### config.mk
export PLATFORM = sky130hd
export DESIGN_NAME = selective_ack_fast_resend_tracker
export DESIGN_NICKNAME = d
export VERILOG_FILES = /design/src/design/sack_pkg.sv /design/src/design/sack_ram.sv /design/src/design/sack_mark_store.sv /design/src/design/selective_ack_fast_resend_tracker.sv
export SDC_FILE = /design/constraint.sdc
export NUM_CORES = 2
export LEC_CHECK = 0
export BUFFER_PORTS_ARGS = -buffer_cell sky130_fd_sc_hd__buf_4
export CORE_MARGIN = 2
export CORE_UTILIZATION = 47
export CTS_CLUSTER_DIAMETER = 120
export DETAILED_ROUTE_END_ITERATION = 8
export GPL_TIMING_DRIVEN = 0
export PLACE_DENSITY_LB_ADDON = 0.05
export SLEW_MARGIN = 5
export SYNTH_ARGS = -nofsm -noshare
export SYNTH_HDL_FRONTEND = slang
export SYNTH_SLANG_ARGS = --single-unit
### constraint.sdc
create_clock -name clk -period 18.2 [get_ports clk]
set_input_delay 0.91 -clock clk [delete_from_list [all_inputs] [get_ports clk]]
set_output_delay 0.91 -clock clk [all_outputs]
set_load 0.01 [all_outputs]
### src/design/sack_pkg.sv
// Shared types and constants for the selective ack tracker.
package sack_pkg;

  localparam int ID_W        = 32;
  localparam int GAP_W       = 5;
  localparam int STATUS_W    = 2;
  localparam int MAX_RESULTS = 32;
  localparam int CNT_W       = $clog2(MAX_RESULTS);

  localparam logic [GAP_W-1:0] GAP_RESET = 5'd2;

  localparam logic [STATUS_W-1:0] ST_OK    = 2'd0;
  localparam logic [STATUS_W-1:0] ST_STALE = 2'd1;
  localparam logic [STATUS_W-1:0] ST_DUP   = 2'd2;
  localparam logic [STATUS_W-1:0] ST_OOW   = 2'd3;

  localparam logic KIND_RESEND  = 1'b0;
  localparam logic KIND_SUMMARY = 1'b1;

  // Access to the mark store: one read and one write per cycle.
  typedef struct packed {
    logic            rd_en;
    logic [ID_W-1:0] rd_id;
    logic            wr_en;
    logic [ID_W-1:0] wr_id;
  } sack_mreq_t;

endpackage

### src/design/sack_ram.sv
// Generic single-port-write, single-port-read RAM with registered read.
module sack_ram #(
  parameter int WIDTH = 32,
  parameter int DEPTH = 32
) (
  input  logic                     clk,
  input  logic                     wr_en,
  input  logic [$clog2(DEPTH)-1:0] wr_addr,
  input  logic [WIDTH-1:0]         wr_data,
  input  logic                     rd_en,
  input  logic [$clog2(DEPTH)-1:0] rd_addr,
  output logic [WIDTH-1:0]         rd_data
);

  logic [WIDTH-1:0] mem [DEPTH];
  logic [WIDTH-1:0] rd_data_r;

  always_ff @(posedge clk) begin
    if (wr_en) begin
      mem[wr_addr] <= wr_data;
    end
    if (rd_en) begin
      rd_data_r <= mem[rd_addr];
    end
  end

  assign rd_data = rd_data_r;

endmodule

### src/design/sack_mark_store.sv
// Ack mark store: id tags in RAM, indexed by id modulo depth, with valid bits.
module sack_mark_store #(
  parameter int WINDOW = 32
) (
  input  logic                 clk,
  input  logic                 rst_n,
  input  sack_pkg::sack_mreq_t req,
  output logic                 hit
);
  import sack_pkg::*;

  localparam int AW    = $clog2(WINDOW);
  localparam int DEPTH = 1 << AW;

  logic [DEPTH-1:0] valid_r;
  logic             rd_valid_r;
  logic [ID_W-1:0]  rd_id_r;
  logic [ID_W-1:0]  rd_tag;

  sack_ram #(
    .WIDTH (ID_W),
    .DEPTH (DEPTH)
  ) u_ram (
    .clk     (clk),
    .wr_en   (req.wr_en),
    .wr_addr (req.wr_id[AW-1:0]),
    .wr_data (req.wr_id),
    .rd_en   (req.rd_en),
    .rd_addr (req.rd_id[AW-1:0]),
    .rd_data (rd_tag)
  );

  always_ff @(posedge clk) begin
    if (!rst_n) begin
      valid_r <= '0;
    end else if (req.wr_en) begin
      valid_r[req.wr_id[AW-1:0]] <= 1'b1;
    end
  end

  always_ff @(posedge clk) begin
    if (req.rd_en) begin
      rd_valid_r <= valid_r[req.rd_id[AW-1:0]];
      rd_id_r    <= req.rd_id;
    end
  end

  // An entry counts only if it holds exactly the id asked for; older ids
  // that alias to the same slot have long been passed by the point.
  assign hit = rd_valid_r && (rd_tag == rd_id_r);

endmodule

### src/design/selective_ack_fast_resend_tracker.sv
// Top level: ack checking, cumulative walk and gap scan over the mark store.
// Each ack is checked against the mark store; an accepted one walks the cumulative point
//   over marked ids and, when the ack leads the resend mark by more than the gap, scans the
//   ids between for holes; each probe of the mark store is a registered RAM read.
// One ack at a time: a new ack is taken only once the summary item of the last is loaded.
// Reset (rst_n low, synchronous) clears point, resend mark, gap (to 2) and mark valid bits.
module selective_ack_fast_resend_tracker #(
  parameter int WINDOW = 32
) (
  input  logic                            clk,
  input  logic                            rst_n,
  input  logic                            in_valid,
  output logic                            in_ready,
  input  logic [sack_pkg::ID_W-1:0]       in_acked_id,
  input  logic [sack_pkg::ID_W-1:0]       in_peer_cumulative,
  input  logic [sack_pkg::ID_W-1:0]       in_next_send_id,
  input  logic                            cfg_valid,
  output logic                            cfg_ready,
  input  logic [sack_pkg::GAP_W-1:0]      cfg_fast_resend_gap,
  output logic                            out_valid,
  input  logic                            out_ready,
  output logic                            out_item_kind,
  output logic [sack_pkg::ID_W-1:0]       out_resend_seq,
  output logic [sack_pkg::STATUS_W-1:0]   out_ack_status,
  output logic [sack_pkg::ID_W-1:0]       out_cumulative_point,
  output logic                            out_last_item
);
  import sack_pkg::*;

  localparam logic [2:0] S_IDLE = 3'd0;
  localparam logic [2:0] S_CHK  = 3'd1;
  localparam logic [2:0] S_WRD  = 3'd2;
  localparam logic [2:0] S_WCHK = 3'd3;
  localparam logic [2:0] S_RSET = 3'd4;
  localparam logic [2:0] S_SRD  = 3'd5;
  localparam logic [2:0] S_SCHK = 3'd6;
  localparam logic [2:0] S_SUM  = 3'd7;

  localparam logic [ID_W-1:0]  WIN_ID = ID_W'(WINDOW);
  localparam logic [ID_W-1:0]  ID_MAX = '1;
  localparam logic [CNT_W-1:0] CNT_CAP = CNT_W'(MAX_RESULTS - 1);

  logic [2:0]          state_r, state_nxt;
  logic [ID_W-1:0]     cum_r, cum_nxt;
  logic [ID_W-1:0]     rm_r, rm_nxt;
  logic [GAP_W-1:0]    gap_r;
  logic [ID_W-1:0]     ack_r, una_r, nsi_r;
  logic [ID_W-1:0]     id_r, id_nxt;
  logic [CNT_W-1:0]    cnt_r, cnt_nxt;
  logic [STATUS_W-1:0] status_r, status_nxt;

  logic                out_valid_r, out_valid_nxt;
  logic                out_kind_r, out_kind_nxt;
  logic [ID_W-1:0]     out_seq_r, out_seq_nxt;
  logic [STATUS_W-1:0] out_status_r, out_status_nxt;
  logic [ID_W-1:0]     out_cum_r, out_cum_nxt;
  logic                out_last_r, out_last_nxt;
  logic                out_load;

  sack_mreq_t          mreq;
  logic                hit;

  logic                in_acc;
  logic                out_free;
  logic                stale, oow;
  logic [ID_W-1:0]     rm_eff;
  logic [ID_W:0]       lead_lim;

  sack_mark_store #(
    .WINDOW (WINDOW)
  ) u_marks (
    .clk   (clk),
    .rst_n (rst_n),
    .req   (mreq),
    .hit   (hit)
  );

  assign in_ready  = (state_r == S_IDLE);
  assign in_acc    = in_valid && in_ready;
  assign cfg_ready = 1'b1;
  assign out_free  = !out_valid_r || out_ready;

  assign stale    = (ack_r <= cum_r) || (ack_r > nsi_r);
  assign oow      = (ack_r - cum_r) > WIN_ID;
  assign rm_eff   = (rm_r < cum_r) ? cum_r : rm_r;
  assign lead_lim = {1'b0, rm_eff} + {{(ID_W + 1 - GAP_W){1'b0}}, gap_r};

  always_comb begin
    state_nxt      = state_r;
    cum_nxt        = cum_r;
    rm_nxt         = rm_r;
    id_nxt         = id_r;
    cnt_nxt        = cnt_r;
    status_nxt     = status_r;
    mreq           = '0;
    out_load       = 1'b0;
    out_kind_nxt   = KIND_SUMMARY;
    out_seq_nxt    = '0;
    out_status_nxt = status_r;
    out_cum_nxt    = cum_r;
    out_last_nxt   = 1'b1;

    case (state_r)
      S_IDLE: begin
        mreq.rd_en = in_acc;
        mreq.rd_id = in_acked_id;
        if (in_acc) begin
          state_nxt = S_CHK;
        end
      end
      S_CHK: begin
        if (stale) begin
          status_nxt = ST_STALE;
          state_nxt  = S_SUM;
        end else if (oow) begin
          status_nxt = ST_OOW;
          state_nxt  = S_SUM;
        end else if (hit) begin
          status_nxt = ST_DUP;
          state_nxt  = S_SUM;
        end else begin
          status_nxt = ST_OK;
          mreq.wr_en = 1'b1;
          mreq.wr_id = ack_r;
          // jump to the peer point; marks at or below it simply drop out
          if (una_r > cum_r) begin
            cum_nxt = una_r;
          end
          state_nxt = S_WRD;
        end
      end
      S_WRD: begin
        if (cum_r == ID_MAX) begin
          state_nxt = S_RSET;
        end else begin
          mreq.rd_en = 1'b1;
          mreq.rd_id = cum_r + 1'b1;
          state_nxt  = S_WCHK;
        end
      end
      S_WCHK: begin
        if (hit) begin
          cum_nxt   = cum_r + 1'b1;
          state_nxt = S_WRD;
        end else begin
          state_nxt = S_RSET;
        end
      end
      S_RSET: begin
        if ({1'b0, ack_r} > lead_lim) begin
          rm_nxt    = ack_r;
          id_nxt    = rm_eff + 1'b1;
          cnt_nxt   = '0;
          state_nxt = S_SRD;
        end else begin
          rm_nxt    = rm_eff;
          state_nxt = S_SUM;
        end
      end
      S_SRD: begin
        // stop at the ack itself or once the request cap is reached
        if ((id_r == ack_r) || (cnt_r == CNT_CAP)) begin
          state_nxt = S_SUM;
        end else begin
          mreq.rd_en = 1'b1;
          mreq.rd_id = id_r;
          state_nxt  = S_SCHK;
        end
      end
      S_SCHK: begin
        if (hit) begin
          id_nxt    = id_r + 1'b1;
          state_nxt = S_SRD;
        end else if (out_free) begin
          out_load       = 1'b1;
          out_kind_nxt   = KIND_RESEND;
          out_seq_nxt    = id_r;
          out_status_nxt = ST_OK;
          out_last_nxt   = 1'b0;
          cnt_nxt        = cnt_r + 1'b1;
          id_nxt         = id_r + 1'b1;
          state_nxt      = S_SRD;
        end
      end
      S_SUM: begin
        if (out_free) begin
          out_load  = 1'b1;
          state_nxt = S_IDLE;
        end
      end
      default: begin
        state_nxt = S_IDLE;
      end
    endcase

    out_valid_nxt = out_load || (out_valid_r && !out_ready);
  end

  always_ff @(posedge clk) begin
    if (!rst_n) begin
      state_r     <= S_IDLE;
      cum_r       <= '0;
      rm_r        <= '0;
      gap_r       <= GAP_RESET;
      cnt_r       <= '0;
      status_r    <= ST_OK;
      out_valid_r <= 1'b0;
    end else begin
      state_r     <= state_nxt;
      cum_r       <= cum_nxt;
      rm_r        <= rm_nxt;
      cnt_r       <= cnt_nxt;
      status_r    <= status_nxt;
      out_valid_r <= out_valid_nxt;
      if (cfg_valid && cfg_ready) begin
        gap_r <= cfg_fast_resend_gap;
      end
    end
  end

  always_ff @(posedge clk) begin
    id_r <= id_nxt;
    if (in_acc) begin
      ack_r <= in_acked_id;
      // an illegal peer point counts as zero
      una_r <= (in_peer_cumulative > in_next_send_id) ? '0 : in_peer_cumulative;
      nsi_r <= in_next_send_id;
    end
    if (out_load) begin
      out_kind_r   <= out_kind_nxt;
      out_seq_r    <= out_seq_nxt;
      out_status_r <= out_status_nxt;
      out_cum_r    <= out_cum_nxt;
      out_last_r   <= out_last_nxt;
    end
  end

  assign out_valid            = out_valid_r;
  assign out_item_kind        = out_kind_r;
  assign out_resend_seq       = out_seq_r;
  assign out_ack_status       = out_status_r;
  assign out_cumulative_point = out_cum_r;
  assign out_last_item        = out_last_r;

  a_point_monotonic : assert property (@(posedge clk) disable iff (!rst_n)
    $past(rst_n) |-> cum_r >= $past(cum_r))
    else $error("cumulative point moved back");

  a_resend_clean : assert property (@(posedge clk) disable iff (!rst_n)
    (out_valid_r && out_kind_r == KIND_RESEND) |->
      (out_status_r == ST_OK && !out_last_r))
    else $error("resend item with status or last flag");

  a_resend_cap : assert property (@(posedge clk) disable iff (!rst_n)
    (state_r == S_SCHK) |-> (cnt_r != CNT_CAP))
    else $error("resend scan ran past the request cap");

  a_scan_below_ack : assert property (@(posedge clk) disable iff (!rst_n)
    (state_r == S_SCHK) |-> (id_r < ack_r))
    else $error("gap scan reached the acked id");

endmodule

[Yosys cells after proc, flatten, opt, wreduce, memory -nomap -nowiden]
Memory sizes are Yosys's and may differ from the RTL's. A register that Yosys moved wholly into a read port is not among the register bits.
Cells that the tools add are included.
Storage, ports and cells
  output and inout port bits: 71
  register bits: 340
  RAM bits: 1024
  input port bits: 106
  memories kept: 1
  word-level logic and storage cells: 130
Cells by class
  bitwise gates (word level): 3
  order comparisons: 10
  reductions and logical operators: 19
  add/subtract/negate cells: 6
  mux-type cells: 51
  equality and inequality tests: 22
Memory list
  u_marks.u_ram.mem: depth 32, width 32, rd ports 1, clocked after memory_dff 1, write ports 1, RTL line sack_ram.sv:15  | logic [WIDTH-1:0] mem [DEPTH];
Operator list (number)
  two-way mux 32 bit: 10
  two-way mux 33 bit: 6
  one-hot mux 32 bit (2 select lines): 2
  one-hot mux 33 bit (3 select lines): 1
  adder 32 x 1 -> 32 bit (second input constant): 3
  > comparator 32 bit: 3
  == test 32 bit: 2
  adder 32 x 5 -> 33 bit: 1
  > comparator 32 x 33 -> 1 bit: 1
  == test 32 bit (second input constant): 1
  > comparator 32 x 6 -> 1 bit (second input constant): 1
  <= comparator 32 bit: 1
  less-than comparator 32 bit: 1
  bitwise OR 32 bit: 1
  subtractor 32 bit: 1
  two-way mux 3 bit: 9
  one-hot mux 3 bit (8 select lines): 1
  != test 2 bit (second input constant): 9
  two-way mux 5 bit: 3
  two-way mux 2 bit: 7
  == test 3 bit (second input constant): 4
  less-than comparator 5 x 6 -> 1 bit (second input constant): 2
  one-hot mux 5 bit (2 select lines): 1
  two-way mux 1 bit: 8
  21 further kinds: 32

[Logic depth before layout (Yosys ltp)]
  depth after elaboration: 11
  depth in mapped cells: 39
  mapped depth without buffers: 31

[By module]
From an unflattened synthesis, not the netlist that was laid out.
Unflattened totals
  cells, all modules: 4765
  area total of the unflattened synthesis: 64244.1 µm²
By module, submodules not included
  sack_ram: cells an instance 2260, times used 1, area each 40812.9 µm², sequential area each 31710.4 µm²
  selective_ack_fast_resend_tracker: cells an instance 2272, times used 1, area each 20646.1 µm², sequential area each 7457.2 µm²
  sack_mark_store: cells an instance 233, times used 1, area each 2785.2 µm², sequential area each 1631.6 µm²

[Least setup slack after synthesis]
No wires, ideal clock.
  path kind: register -> register
  start point: reg cum_r[7]
  end point: reg id_r[0], enable pin
  buffers on the path: 10
  stages on the path, launching flop included: 36
  arrival: 9471 ps
  path slack: 8268 ps
  library setup time: 461 ps
  required time: 17739 ps
  period minus slack after synthesis: 9932 ps
  cell sequence: dfxtp_1 -> clkbuf_1 -> inv_1 -> ha_1 -> nand4_1 -> or4_1 -> a31o_1 -> buf_2 -> nand2_1 -> buf_2 -> buf_1 -> buf_1 -> clkbuf_1 -> clkbuf_1 -> o21ai_0 -> ha_1 -> a21o_1 -> a21oi_1 -> nor2b_1 -> nor2_1 -> a21oi_1 -> a21boi_1 -> o21ai_1 -> or2_1 -> xor2_1 -> ha_1 -> nand3_1 -> nor4_1 -> o21ai_0 -> nand3_1 -> o221a_1 -> clkbuf_1 -> buf_2 -> clkbuf_1 -> nor2_1 -> nor3_1
On the way
  word-level cells in the longest chain between the ends: 6
Ends and longest elaborated chain
  from (decl): RTL line selective_ack_fast_resend_tracker.sv:44  | logic [ID_W-1:0] cum_r, cum_nxt;
  from (signal assigned): RTL line selective_ack_fast_resend_tracker.sv:210  | cum_r <= cum_nxt;
  less-than comparator 32 bit: RTL line selective_ack_fast_resend_tracker.sv:85  | assign rm_eff = (rm_r < cum_r) ? cum_r : rm_r;
  two-way mux 32 bit *: RTL line selective_ack_fast_resend_tracker.sv:85
  adder 32 x 5 -> 33 bit *: RTL line selective_ack_fast_resend_tracker.sv:86  | assign lead_lim = {1'b0, rm_eff} + {{(ID_W + 1 - GAP_W){1'b0}}, gap_r};
  > comparator 32 x 33 -> 1 bit *: RTL line selective_ack_fast_resend_tracker.sv:150  | if ({1'b0, ack_r} > lead_lim) begin
  != test 2 bit (no line) *
  AND reduction 3 bit (no line) *
  to (signal assigned): RTL line selective_ack_fast_resend_tracker.sv:222  | id_r <= id_nxt;
  to (decl): RTL line selective_ack_fast_resend_tracker.sv:48  | logic [ID_W-1:0] id_r, id_nxt;
Every way passes the cells marked *; elsewhere a longest branch is shown, timed or not.
A chain may end at the register's enable or synchronous reset.

[Final worst setup path]
  start point: reg cum_r[30]
  end point: reg id_r[3], enable pin
The elaborated chain is that of the path after synthesis.

==> run summary <==
Syn. warnings: 0
postcts setup bufs: 0
most used flip-flop cell after synthesis: edfxtp_1
Die Width: 372 um
syn_nets: 5562
WS Path Type: reg -> reg
number of I/O port buffers: 173
H-tree Lvls: 4
Longest Clk Path Bufs: 3
GRT Overall Usage: 0.347
Max-slew headroom: 0.0366
first-pass GRT wire length: 335000 um
share of layout cells above drive strength 1: 0.0940
Hold Crit Class: in -> reg
Final Cycle Share: 0.708
Die Span Y: 372 um
gr ovfl total: 0
Worst-Skew Late Latency: 0.80 ns
Worst Path Required: 18.68 ns
Peak supply drop: 0.107 mV
Setup crit end kind: flip-flop
post-synthesis cell area: 63500 um^2
final hold violations: 0
per-cell routed wire length: 32.1 um
CORE AREA: 134000 um^2
Vias/cell: 6.17
unique cell type count in the Yosys netlist: 94
CP delay by family, top: buffers and inverters
Async SR Flop Fraction: 0
largest net degree at the start of global routing: 66
Die ar.: 138000 um^2
Final Critical Period: 12.89 ns
total negative slack: 0 ns
Mapped Avg Cell Area: 12.1 um^2
Post-Route WL: 241000 um
CTS Hold Bufs: 0
post-synth top area cell: edfxtp_1
vias in the first global route: 44500
DRT Pass-1 Iters: 6
CTS root buffer: clkbuf_16
most instantiated library cell after synthesis: edfxtp_1
fill cell count: 11500
PnR worst setup slack: 5.31 ns
CTS sink cnt: 1396
initial antenna violation count: 15
max-cap violations: 0
max-slew violations: 0
crit path max-delay cell type: a21oi_1
# IOs: 177
drc violations: 0
Site Rows: 134
detailed placement HPWL: 178000 um
Pwr per Cell Area: 156 nW/um^2
post-cts resize count: 0
post-synthesis register bit count: 1396
Post-Synthesis Cells: 5254
Layout area overhead: 15.2%
post-route ant nets: 0
Reg clk slew, reported paths: 0.06 ns
CTS tree: done
data arrival time at the worst-slack endpoint: 13.37 ns
synth top area cells: edfxtp_1 61%, nand2_1 5.7%, ha_1 3.9%
CP Buf/Inv Count: 14
DP Worst Slack: 5.62 ns
critical path launch point type: flip-flop
register area share after synthesis: 0.643
multi-input logic area: 21300 um^2
Final Skew: 0.0499 ns
cell mode on critical path: clkbuf_1
Pleak: 26.2 nW
initial detailed-routing violation count: 5202
Final Core Density: 0.546
Tightest Pin Transition: 1.45 ns
sequential cell area: 40800 um^2
Max Freq: 77.6 MHz
share of the synthesized area in the top cell type: 0.607
Placer Congestion: 1.03
Hold WS: 0.313 ns
RSZ-0062 raised after global routing: no
Post-synth EDFFs: 1284
largest stage delay on the critical path: 0.71 ns
via count: 46400
Max FO, Critical Path: 12
CTS Buf Count: 152
# nets final: 5931
status: finished, final reports clean
final setup violation count: 0
Starting Density: 0.475
synth cell count leaders: 1284 x edfxtp_1, 957 x nand2_1, 308 x a21oi_1
[through the flow]
| stage | total power, mW | instance area [um^2] | instances |
|---|---|---|---|
| 2_1_floorplan | 6.19 | 63500 | 5254 |
| 3_3_place_gp | 8.25 | 67000 | 7195 |
| 3_5_place_dp | 8.26 | 68100 | 7236 |
| 4_1_cts | 11.3 | 73100 | 7511 |
| 5_1_grt | 11.7 | 73100 | 7514 |
| 6_report | 11.4 | 73100 | 7520 |
[state kept, by name, indices dropped and copies added (netlist names), 3 cells and up]
| signal | cells |
|---|---|
| ack_r | 32 |
| cnt_r | 5 |
| cum_r | 32 |
| gap_r | 5 |
| id_r | 32 |
| nsi_r | 32 |
| out_cumulative_point | 32 |
| out_resend_seq | 32 |
| rm_r | 32 |
| state_r | 3 |
| u_marks.rd_id_r | 32 |
| u_marks.u_ram.mem | 1024 |
| u_marks.u_ram.rd_data | 32 |
| u_marks.valid_r | 32 |
| una_r | 32 |
[power by group]
group / switching (mW) / internal, mW
logic: 3.22 / 1.04
clock network: 1.32 / 1.75
registers: 0.282 / 3.78
[path summary, 6_finish.rpt]
kind,start,to,slack [ns],cells after the start
min,in_acked_id[15],ack_r[15]$_DFFE_PP_,0.31,1
min reg2reg,cum_r[24]$_SDFFE_PN0P_,out_cumulative_point[24]$_DFFE_PP_,0.44,0
max reg2reg,cum_r[30]$_SDFFE_PN0P_,id_r[3]$_DFFE_PP_,5.31,39
max,cum_r[30]$_SDFFE_PN0P_,id_r[3]$_DFFE_PP_,5.31,39
[cell families (layout without fill, tap and decap cells)]
group,after synthesis,after routing,share of synthesized area
xor+xnor,159,159,0.0219
flops,1396,1396,0.643
simple gates,1872,1872,0.135
buf+inv,440,930,0.0271
fa+ha+maj,202,202,0.0400
other cells,1,9,0.0000591
compound gates,1013,1013,0.105
mux,171,171,0.0281
[routing by layer]
metal | GRT usage | share of wire | vias to the layer above
li1 | - | - | 20400
met1 | 0.431 | 0.38 | 23100
met2 | 0.573 | 0.48 | 2246
met3 | 0.0580 | 0.073 | 605
met4 | 0.205 | 0.066 | 12
met5 | 0 | 0.00034 | -
[cells in the final DEF, fill, tap and decap left out, types with 61 or more instances in the layout]
cell type	n
a21oi_1	308
a311oi_1	79
and2_1	66
and3_1	74
buf_4	182
clkbuf_1	263
clkbuf_16	154
dfxtp_1	112
edfxtp_1	1284
ha_1	200
inv_1	142
mux2i_1	149
nand2_1	957
nand3_1	215
nand4_1	61
nor2_1	181
nor3_1	67
o21ai_0	107
xnor2_1	108
[worst register-to-register path, delay by kind of cell (launching register included)]
kind / cells / cell delay (ns)
buffers and inverters: 14 / 5.15
AO/OA/AOI/OAI: 8 / 2.43
XOR/XNOR: 1 / 0.15
flip-flops: 1 / 0.40
adder cells (fa/ha/maj): 3 / 1.11
AND/OR/NAND/NOR: 13 / 3.37
[layout make-up]
class	count	share of cell area
clock buffers	197	0.0556
clock inverters	78	0.0119
flip-flops and latches	1396	0.558
well taps	1768	0.0303
inverters	146	0.00750
repair buffers	215	0.0297
diodes	8	0.000274
plain buffers	294	0.0161
multi-input cells	3418	0.291
No activity file was read; power rests on OpenSTA's default activity.
